### src/rtl/pcapd_pkg.sv
// pcapd_pkg: shared types, codes and constants of the pcap record deframer.
// No dependencies; imported by every module of the block.
`default_nettype none
package pcapd_pkg;

  localparam int LENGTH_BITS_DEF = 16;

  localparam logic [15:0] MAX_FRAME_RST = 16'd4096;
  localparam logic [31:0] LINK_TYPE_RST = 32'd105;

  localparam int GHDR_BYTES = 24;
  localparam int RHDR_BYTES = 16;
  localparam int MAGIC_POS  = 3;
  localparam int INCL_FIRST = 8;
  localparam int INCL_LAST  = 11;

  localparam logic [31:0] MAGIC_LITTLE = 32'hD4C3B2A1;
  localparam logic [31:0] MAGIC_BIG    = 32'hA1B2C3D4;

  typedef enum logic [0:0] {
    CFG_MAX_FRAME = 1'b0,
    CFG_LINK_TYPE = 1'b1
  } cfg_idx_t;

  typedef enum logic [0:0] {
    KIND_BYTE = 1'b0,
    KIND_EOF  = 1'b1
  } in_kind_t;

  typedef enum logic [1:0] {
    RK_PAYLOAD = 2'd0,
    RK_EMPTY   = 2'd1,
    RK_STATUS  = 2'd2
  } res_kind_t;

  typedef enum logic [2:0] {
    ST_CLEAN     = 3'd0,
    ST_TRUNCATED = 3'd1,
    ST_OVERSIZED = 3'd2,
    ST_SHORT     = 3'd3,
    ST_MAGIC     = 3'd4,
    ST_LINK      = 3'd5
  } status_t;

  typedef struct packed {
    logic [1:0] kind;
    logic [7:0] pay;
    logic       last;
    logic [2:0] status;
  } res_t;

  function automatic logic [31:0] swap32(input logic [31:0] v);
    return {v[7:0], v[15:8], v[23:16], v[31:24]};
  endfunction

endpackage
`default_nettype wire

### src/rtl/pcap_record_deframer_top.sv
// pcap_record_deframer_top: classic pcap file deframer, one file byte per beat.
// Usage:
//   in channel  : in_valid/in_stall with in_kind (0 byte, 1 end of file) and
//                 in_file_byte. One beat is taken per cycle while in_stall is low.
//   out channel : out_valid/out_stall with out_result_kind, out_payload_byte,
//                 out_frame_last and out_end_status. A byte beat gives at most
//                 one result; the end-of-file beat always gives a status.
//   cfg port    : cfg_we/cfg_index/cfg_data write max_frame_length (index 0)
//                 and required_link_type (index 1); write only while idle.
// An accepted beat's result is registered in the result register, or in the skid stage when the receiver stalls.
// Throughput is one beat per cycle while in_stall is low; all per-byte parsing
// is a single compare and shift stage ahead of the result register.
// When the receiver stalls, the result register holds and a one-entry skid
// stage takes one more result; in_stall rises while that stage is occupied.
// Reset (rst_n low, synchronous) returns the parser to the global header,
// empties the output stages and loads the registers with 4096 and 105.
// Depends on pcapd_pkg, pcapd_parse and pcapd_outq.
`default_nettype none
module pcap_record_deframer_top #(
  parameter int LENGTH_BITS = pcapd_pkg::LENGTH_BITS_DEF
) (
  input  wire logic        clk,
  input  wire logic        rst_n,
  input  wire logic        in_valid,
  output logic             in_stall,
  input  wire logic [0:0]  in_kind,
  input  wire logic [7:0]  in_file_byte,
  output logic             out_valid,
  input  wire logic        out_stall,
  output logic [1:0]       out_result_kind,
  output logic [7:0]       out_payload_byte,
  output logic [0:0]       out_frame_last,
  output logic [2:0]       out_end_status,
  input  wire logic        cfg_we,
  input  wire logic [0:0]  cfg_index,
  input  wire logic [31:0] cfg_data
);
  import pcapd_pkg::*;

  logic [15:0] max_frame_r;
  logic [31:0] link_type_r;
  logic        in_acc;
  logic        res_valid;
  res_t        res;
  res_t        out_res;
  logic        full;

  assign in_stall = full;
  assign in_acc   = in_valid && !full;

  always_ff @(posedge clk) begin
    if (!rst_n) begin
      max_frame_r <= MAX_FRAME_RST;
      link_type_r <= LINK_TYPE_RST;
    end else if (cfg_we) begin
      case (cfg_index)
        CFG_MAX_FRAME: max_frame_r <= cfg_data[15:0];
        CFG_LINK_TYPE: link_type_r <= cfg_data;
        default: begin
        end
      endcase
    end
  end

  pcapd_parse #(
    .LENGTH_BITS(LENGTH_BITS)
  ) u_parse (
    .clk       (clk),
    .rst_n     (rst_n),
    .acc       (in_acc),
    .kind      (in_kind),
    .file_byte (in_file_byte),
    .max_frame (max_frame_r),
    .link_type (link_type_r),
    .res_valid (res_valid),
    .res       (res)
  );

  pcapd_outq u_outq (
    .clk       (clk),
    .rst_n     (rst_n),
    .push      (res_valid),
    .push_res  (res),
    .full      (full),
    .out_valid (out_valid),
    .out_stall (out_stall),
    .out_res   (out_res)
  );

  assign out_result_kind  = out_res.kind;
  assign out_payload_byte = out_res.pay;
  assign out_frame_last   = out_res.last;
  assign out_end_status   = out_res.status;

endmodule
`default_nettype wire

### src/rtl/pcapd_parse.sv
// pcapd_parse: per-byte parser state and result decode for one input beat.
// Depends on pcapd_pkg.
`default_nettype none
module pcapd_parse #(
  parameter int LENGTH_BITS = pcapd_pkg::LENGTH_BITS_DEF
) (
  input  wire logic              clk,
  input  wire logic              rst_n,
  input  wire logic              acc,
  input  wire logic [0:0]        kind,
  input  wire logic [7:0]        file_byte,
  input  wire logic [15:0]       max_frame,
  input  wire logic [31:0]       link_type,
  output logic                   res_valid,
  output pcapd_pkg::res_t        res
);
  import pcapd_pkg::*;

  typedef enum logic [1:0] {
    PH_GLOBAL  = 2'd0,
    PH_RECORD  = 2'd1,
    PH_PAYLOAD = 2'd2,
    PH_STOPPED = 2'd3
  } phase_t;

  localparam logic [32:0] LEN_LIMIT = (33'd1 << LENGTH_BITS) - 33'd1;

  phase_t                  phase_r, phase_nxt;
  logic [LENGTH_BITS-1:0]  pos_r, pos_nxt;
  logic                    le_r, le_nxt;
  logic [31:0]             word_r, word_nxt;
  logic [LENGTH_BITS-1:0]  flen_r, flen_nxt;
  status_t                 stat_r, stat_nxt;

  logic [31:0]             word_shift;
  logic [31:0]             incl;
  logic                    last;

  assign word_shift = {word_r[23:0], file_byte};
  assign incl       = le_r ? swap32(word_r) : word_r;
  assign last       = ({1'b0, pos_r} + 1'b1) >= {1'b0, flen_r};

  always_comb begin
    phase_nxt = phase_r;
    pos_nxt   = pos_r;
    le_nxt    = le_r;
    word_nxt  = word_r;
    flen_nxt  = flen_r;
    stat_nxt  = stat_r;
    res_valid = 1'b0;
    res       = '0;
    if (acc) begin
      if (kind == KIND_EOF) begin
        res_valid = 1'b1;
        res.kind  = RK_STATUS;
        if (phase_r == PH_STOPPED) begin
          res.status = stat_r;
        end else if (phase_r == PH_GLOBAL) begin
          res.status = ST_SHORT;
        end else if (phase_r == PH_RECORD && pos_r == '0) begin
          res.status = ST_CLEAN;
        end else begin
          res.status = ST_TRUNCATED;
        end
        phase_nxt = PH_GLOBAL;
        pos_nxt   = '0;
        le_nxt    = 1'b0;
        word_nxt  = '0;
        flen_nxt  = '0;
        stat_nxt  = ST_CLEAN;
      end else begin
        case (phase_r)
          PH_GLOBAL: begin
            word_nxt = word_shift;
            pos_nxt  = pos_r + 1'b1;
            if (pos_r == LENGTH_BITS'(MAGIC_POS)) begin
              if (word_shift == MAGIC_LITTLE) begin
                le_nxt = 1'b1;
              end else if (word_shift == MAGIC_BIG) begin
                le_nxt = 1'b0;
              end else begin
                phase_nxt = PH_STOPPED;
                stat_nxt  = ST_MAGIC;
                pos_nxt   = pos_r;
              end
            end
            if (pos_r == LENGTH_BITS'(GHDR_BYTES - 1)) begin
              if ((le_r ? swap32(word_shift) : word_shift) != link_type) begin
                phase_nxt = PH_STOPPED;
                stat_nxt  = ST_LINK;
                pos_nxt   = pos_r;
              end else begin
                phase_nxt = PH_RECORD;
                pos_nxt   = '0;
              end
            end
          end
          PH_RECORD: begin
            if (pos_r >= LENGTH_BITS'(INCL_FIRST) && pos_r <= LENGTH_BITS'(INCL_LAST)) begin
              word_nxt = word_shift;
            end
            if (pos_r == LENGTH_BITS'(RHDR_BYTES - 1)) begin
              pos_nxt = '0;
              if (incl > {16'd0, max_frame} || {1'b0, incl} > LEN_LIMIT) begin
                phase_nxt = PH_STOPPED;
                stat_nxt  = ST_OVERSIZED;
              end else if (incl == '0) begin
                flen_nxt  = '0;
                res_valid = 1'b1;
                res.kind  = RK_EMPTY;
                res.last  = 1'b1;
              end else begin
                flen_nxt  = incl[LENGTH_BITS-1:0];
                phase_nxt = PH_PAYLOAD;
              end
            end else begin
              pos_nxt = pos_r + 1'b1;
            end
          end
          PH_PAYLOAD: begin
            res_valid = 1'b1;
            res.kind  = RK_PAYLOAD;
            res.pay   = file_byte;
            res.last  = last;
            if (last) begin
              phase_nxt = PH_RECORD;
              pos_nxt   = '0;
            end else begin
              pos_nxt = pos_r + 1'b1;
            end
          end
          default: begin
          end
        endcase
      end
    end
  end

  always_ff @(posedge clk) begin
    if (!rst_n) begin
      phase_r <= PH_GLOBAL;
      pos_r   <= '0;
      le_r    <= 1'b0;
      word_r  <= '0;
      flen_r  <= '0;
      stat_r  <= ST_CLEAN;
    end else begin
      phase_r <= phase_nxt;
      pos_r   <= pos_nxt;
      le_r    <= le_nxt;
      word_r  <= word_nxt;
      flen_r  <= flen_nxt;
      stat_r  <= stat_nxt;
    end
  end

`ifndef SYNTHESIS
  a_payload_len: assert property (@(posedge clk) disable iff (!rst_n)
    phase_r == PH_PAYLOAD |-> flen_r != '0)
    else $error("payload phase with zero frame length");
  a_res_on_acc: assert property (@(posedge clk) disable iff (!rst_n)
    res_valid |-> acc)
    else $error("result without an accepted beat");
  a_stopped_status: assert property (@(posedge clk) disable iff (!rst_n)
    phase_r == PH_STOPPED |-> stat_r != ST_CLEAN)
    else $error("parsing stopped without an error status");
`endif
endmodule
`default_nettype wire

### src/rtl/pcapd_outq.sv
// pcapd_outq: result register with a one-entry skid stage on the out channel.
// Depends on pcapd_pkg.
`default_nettype none
module pcapd_outq (
  input  wire logic            clk,
  input  wire logic            rst_n,
  input  wire logic            push,
  input  wire pcapd_pkg::res_t push_res,
  output logic                 full,
  output logic                 out_valid,
  input  wire logic            out_stall,
  output pcapd_pkg::res_t      out_res
);
  import pcapd_pkg::*;

  logic out_valid_r, out_valid_nxt;
  logic skid_valid_r, skid_valid_nxt;
  res_t out_r, out_nxt;
  res_t skid_r, skid_nxt;
  logic take;

  assign take      = out_valid_r && !out_stall;
  assign full      = skid_valid_r;
  assign out_valid = out_valid_r;
  assign out_res   = out_r;

  always_comb begin
    out_valid_nxt  = out_valid_r;
    skid_valid_nxt = skid_valid_r;
    out_nxt        = out_r;
    skid_nxt       = skid_r;
    if (skid_valid_r) begin
      if (take) begin
        out_nxt        = skid_r;
        skid_valid_nxt = 1'b0;
      end
    end else if (push) begin
      if (!out_valid_r || take) begin
        out_nxt       = push_res;
        out_valid_nxt = 1'b1;
      end else begin
        skid_nxt       = push_res;
        skid_valid_nxt = 1'b1;
      end
    end else if (take) begin
      out_valid_nxt = 1'b0;
    end
  end

  always_ff @(posedge clk) begin
    out_r  <= out_nxt;
    skid_r <= skid_nxt;
    if (!rst_n) begin
      out_valid_r  <= 1'b0;
      skid_valid_r <= 1'b0;
    end else begin
      out_valid_r  <= out_valid_nxt;
      skid_valid_r <= skid_valid_nxt;
    end
  end

`ifndef SYNTHESIS
  a_skid_behind_out: assert property (@(posedge clk) disable iff (!rst_n)
    skid_valid_r |-> out_valid_r)
    else $error("skid holds a beat while output is empty");
  a_no_push_full: assert property (@(posedge clk) disable iff (!rst_n)
    push |-> !skid_valid_r)
    else $error("beat pushed into a full skid stage");
  a_skid_drain: assert property (@(posedge clk) disable iff (!rst_n)
    skid_valid_r && take |=> out_valid_r && !skid_valid_r)
    else $error("skid beat not moved to output");
`endif
endmodule
`default_nettype wire
### config.mk
export PLATFORM = sky130hd
export DESIGN_NAME = pcap_record_deframer_top
export DESIGN_NICKNAME = d
export VERILOG_FILES = /design/src/rtl/pcapd_pkg.sv /design/src/rtl/pcap_record_deframer_top.sv /design/src/rtl/pcapd_parse.sv /design/src/rtl/pcapd_outq.sv
export SDC_FILE = /design/constraint.sdc
export NUM_CORES = 1
export LEC_CHECK = 0
export BUFFER_PORTS_ARGS = -buffer_cell sky130_fd_sc_hd__buf_2
export CAP_MARGIN = 25
export CORE_MARGIN = 3
export CORE_UTILIZATION = 40
export DETAILED_ROUTE_END_ITERATION = 8
export GPL_TIMING_DRIVEN = 1
export PLACE_DENSITY = 0.55
export SKIP_CTS_REPAIR_TIMING = 1
export SLEW_MARGIN = 20
export SYNTH_ARGS = -nofsm -noshare
export SYNTH_HDL_FRONTEND = slang
export SYNTH_SLANG_ARGS = --single-unit
### constraint.sdc
create_clock -name clk -period 8.81 [get_ports clk]
set_input_delay 2.2025 -clock clk [delete_from_list [all_inputs] [get_ports clk]]
set_output_delay 2.2025 -clock clk [all_outputs]
set_load 0.05 [all_outputs]
==> metrics <==
Vias=7096; max-cap viol count=0; Area contributors post-synth=dfxtp_1, edfxtp_1, nand2_1; final hold vios=0; fin area=0.00939 mm2; initial antenna violation count=0; fillers=2045; number of port buffers=62; FF+latch count, synth=148; Final Slew Violations=0; Final setup viols=0; cells along the critical path=buf_4 -> mux2_2 -> ha_1 -> nor2b_1 -> o211ai_1 -> a21oi_1 -> o311ai_1 -> and3_1 -> a221o_1 -> and4_1; CP Depth=10; Worst Max-Slew Pin Slew=0.989 ns; vias in the first global route=6563; critical path capture point type=flip-flop; Total Neg Setup Slack=0 ns; fin crit share=47.8%; die footprint=0.0227 mm2; initial core utilization=41.1%; hold path start=max_frame_r[7]; CP Launch Point=u_parse.le_r; sequential area share after synthesis=38.8%; GRT overflow=0; minimum clock period after layout=4.21 ns; CP Data Required Time=8.87 ns; vias per cell=5.48; # DRC=0; clock sink total=148; worst skew pair latency=0.43 ns; Ports=63; CTS tree=done; Clk Tree Root Cell=clkbuf_16; FF+latch area=0.00324 mm2; Setup CP Type=flip-flop to flip-flop; status=finished clean; buffers plus inverters on the worst setup path=1; first-pass GRT wire length=36000 um; RSZ-0062 raised after global routing=no; Clock Pin Slew Worst Setup and Hold Paths=0.06 ns; Die Height=151 um; delay-heaviest family, CP=simple AND/OR/NAND/NOR gates; Rows=52; multi-input combinational cell area=0.00464 mm2; Net Count, Synth=1077; Routed Antenna Nets=0; Antenna Cells=0; Ys Warns=0; final worst-path setup slack=4.60 ns; element type at the critical path start=flip-flop; pre-CTS setup slack=4.12 ns; worst r2r dst=u_outq.skid_r[11]; Area Growth Syn to Fin=12.2%; total iterations of the first detailed-routing run=5; pwr dens=172 mW/mm2; die width=151 um; drt initial violations=485; CTS buffer count=17; Reg2Reg Depth=10; Avg Cell Area, Syn=8.44 um2; Post-Route WL=22400 um; r2r startpoint=u_parse.le_r; CTS H-tree depth=4; Synth area leader=dfxtp_1; DR WL/cell=17.3 um; Placed Instance Area=0.00882 mm2; R2R setup slack=4.60 ns; share of post-route cells with drive strength above 1=14.0%; LEAKAGE=3.51 nW; Netlist cell types=67; core region area=0.0204 mm2; biggest cell delay along the critical path=0.64 ns; GP Congestion=0.822; Worst path slowest cell=and4_1; FFs w/ async S/R, synth=0%; Max Fanout on Critical Path=59; synthesized area=0.00837 mm2; main flop type after synthesis=dfxtp_1; Max VDD drop=0.136 mV; clk buf depth=2; Hold Path Class=flip-flop to flip-flop; Final Total Pwr=0.00162 W; Final nets=1097; post-synth top area share=28.7%; Final Skew=0.00891 ns; fmax=237 MHz; DP HPWL=16100 um; All-Layer GR Usage=20.2%; CP Capture Point=u_outq.skid_r[11]; Critical Path AT=4.27 ns; post-synthesis cell count=992; largest net degree at the start of global routing=60; EDFF count, synth=28; Rel. slew slack=33.8%
per-stage QoR:
stage	cells	util [%]	hold slack (ns)
after global placement	1258	42.9	0.446
after detailed placement	1262	43.3	0.449
final	1295	46.1	0.456
after floorplan	992	-	0.436
after global routing	1295	46.1	0.471
after CTS	1294	46.0	0.458
power breakdown:
group          internal (W)  switching (W)
logic             0.0000660       0.000123
registers          0.000708      0.0000196
clock network      0.000391       0.000309
total               0.00117       0.000451
final cells by class:
cell class / count / share of cell area (%)
tap: 270 / 3.60
clock inverter: 14 / 1.36
multi-input combinational: 729 / 49.4
sequential: 148 / 34.6
timing repair buffer: 73 / 4.77
inverter: 43 / 1.73
clock buffer: 18 / 4.57
worst reg2reg max path: cells and delay by family (launching register included):
family | cells | cell delay, ns
buf+inv | 1 | 0.60
flops | 1 | 0.31
mux | 1 | 0.48
simple gates | 3 | 1.18
fa+ha+maj | 1 | 0.29
compound gates | 4 | 0.99
flip-flops by register name, indices dropped and copies added, names as in the netlist:
signal and flops:
max_frame_r 16, u_parse.pos_r 16, u_parse.word_r 32, u_parse.phase_r 2, u_parse.flen_r 16, u_parse.le_r 1
u_outq.skid_r 14, u_outq.out_valid 1, u_outq.full 1, u_parse.stat_r 3, link_type_r 32, u_outq.out_res 14
synthesized netlist by cell type, types with 21 or more instances:
library cell	instances
ha_1	38
a21oi_1	96
clkbuf_1	43
dfxtp_1	120
edfxtp_1	28
nand4_1	21
inv_1	42
nand3_1	79
mux2i_1	38
xnor2_1	36
nor2_1	42
nand2_1	175
worst min-delay path by stage:
| stage | end | slack (ns) | depth (start not counted) |
|---|---|---|---|
| 2_1_floorplan | max_frame_r[10] | 0.44 | 2 |
| 3_3_place_gp | max_frame_r[7] | 0.45 | 2 |
| 3_5_place_dp | max_frame_r[9] | 0.45 | 2 |
| 4_1_cts | max_frame_r[9] | 0.46 | 2 |
| 5_1_grt | max_frame_r[7] | 0.47 | 2 |
| 6_report | max_frame_r[7] | 0.46 | 2 |
cell usage in the layout, fill, tap and decap left out, types with 6 or more instances in the layout:
cell type,instances
buf_2,62
nand4b_1,8
clkbuf_16,17
a21oi_1,95
xnor2_1,36
nand2_1,175
nand4_1,21
nor2b_1,9
nor4_1,16
nand3_1,79
nor3_1,17
edfxtp_1,28
and3_1,12
a21o_1,17
inv_1,41
xor2_1,6
mux2_2,12
ha_1,38
a22oi_1,16
buf_4,6
nor2_1,42
o211ai_1,6
mux2i_1,38
o21ai_0,12
dfxtp_1,119
kinds of logic after synthesis:
| group | share of synthesized area [%] |
|---|---|
| and+or+nand+nor | 25.6 |
| AOI/OAI and AO/OA | 13.1 |
| DFF | 38.8 |
| buffers and inverters | 5.86 |
| muxes | 6.70 |
| xor gates and xnor gates | 4.40 |
| adders and majority gates | 5.68 |
routing by layer:
| metal | global-route usage, % | up-vias | part of all wire, % |
|---|---|---|---|
| met3 | 4.39 | 27 | 5.5 |
| met1 | 29.5 | 3357 | 49 |
| li1 | - | 3534 | - |
| met4 | 5.71 | 0 | 1.9 |
| met5 | 0 | - | 0 |
| met2 | 30.1 | 178 | 43 |
Power figures use the tool's default switching activity.
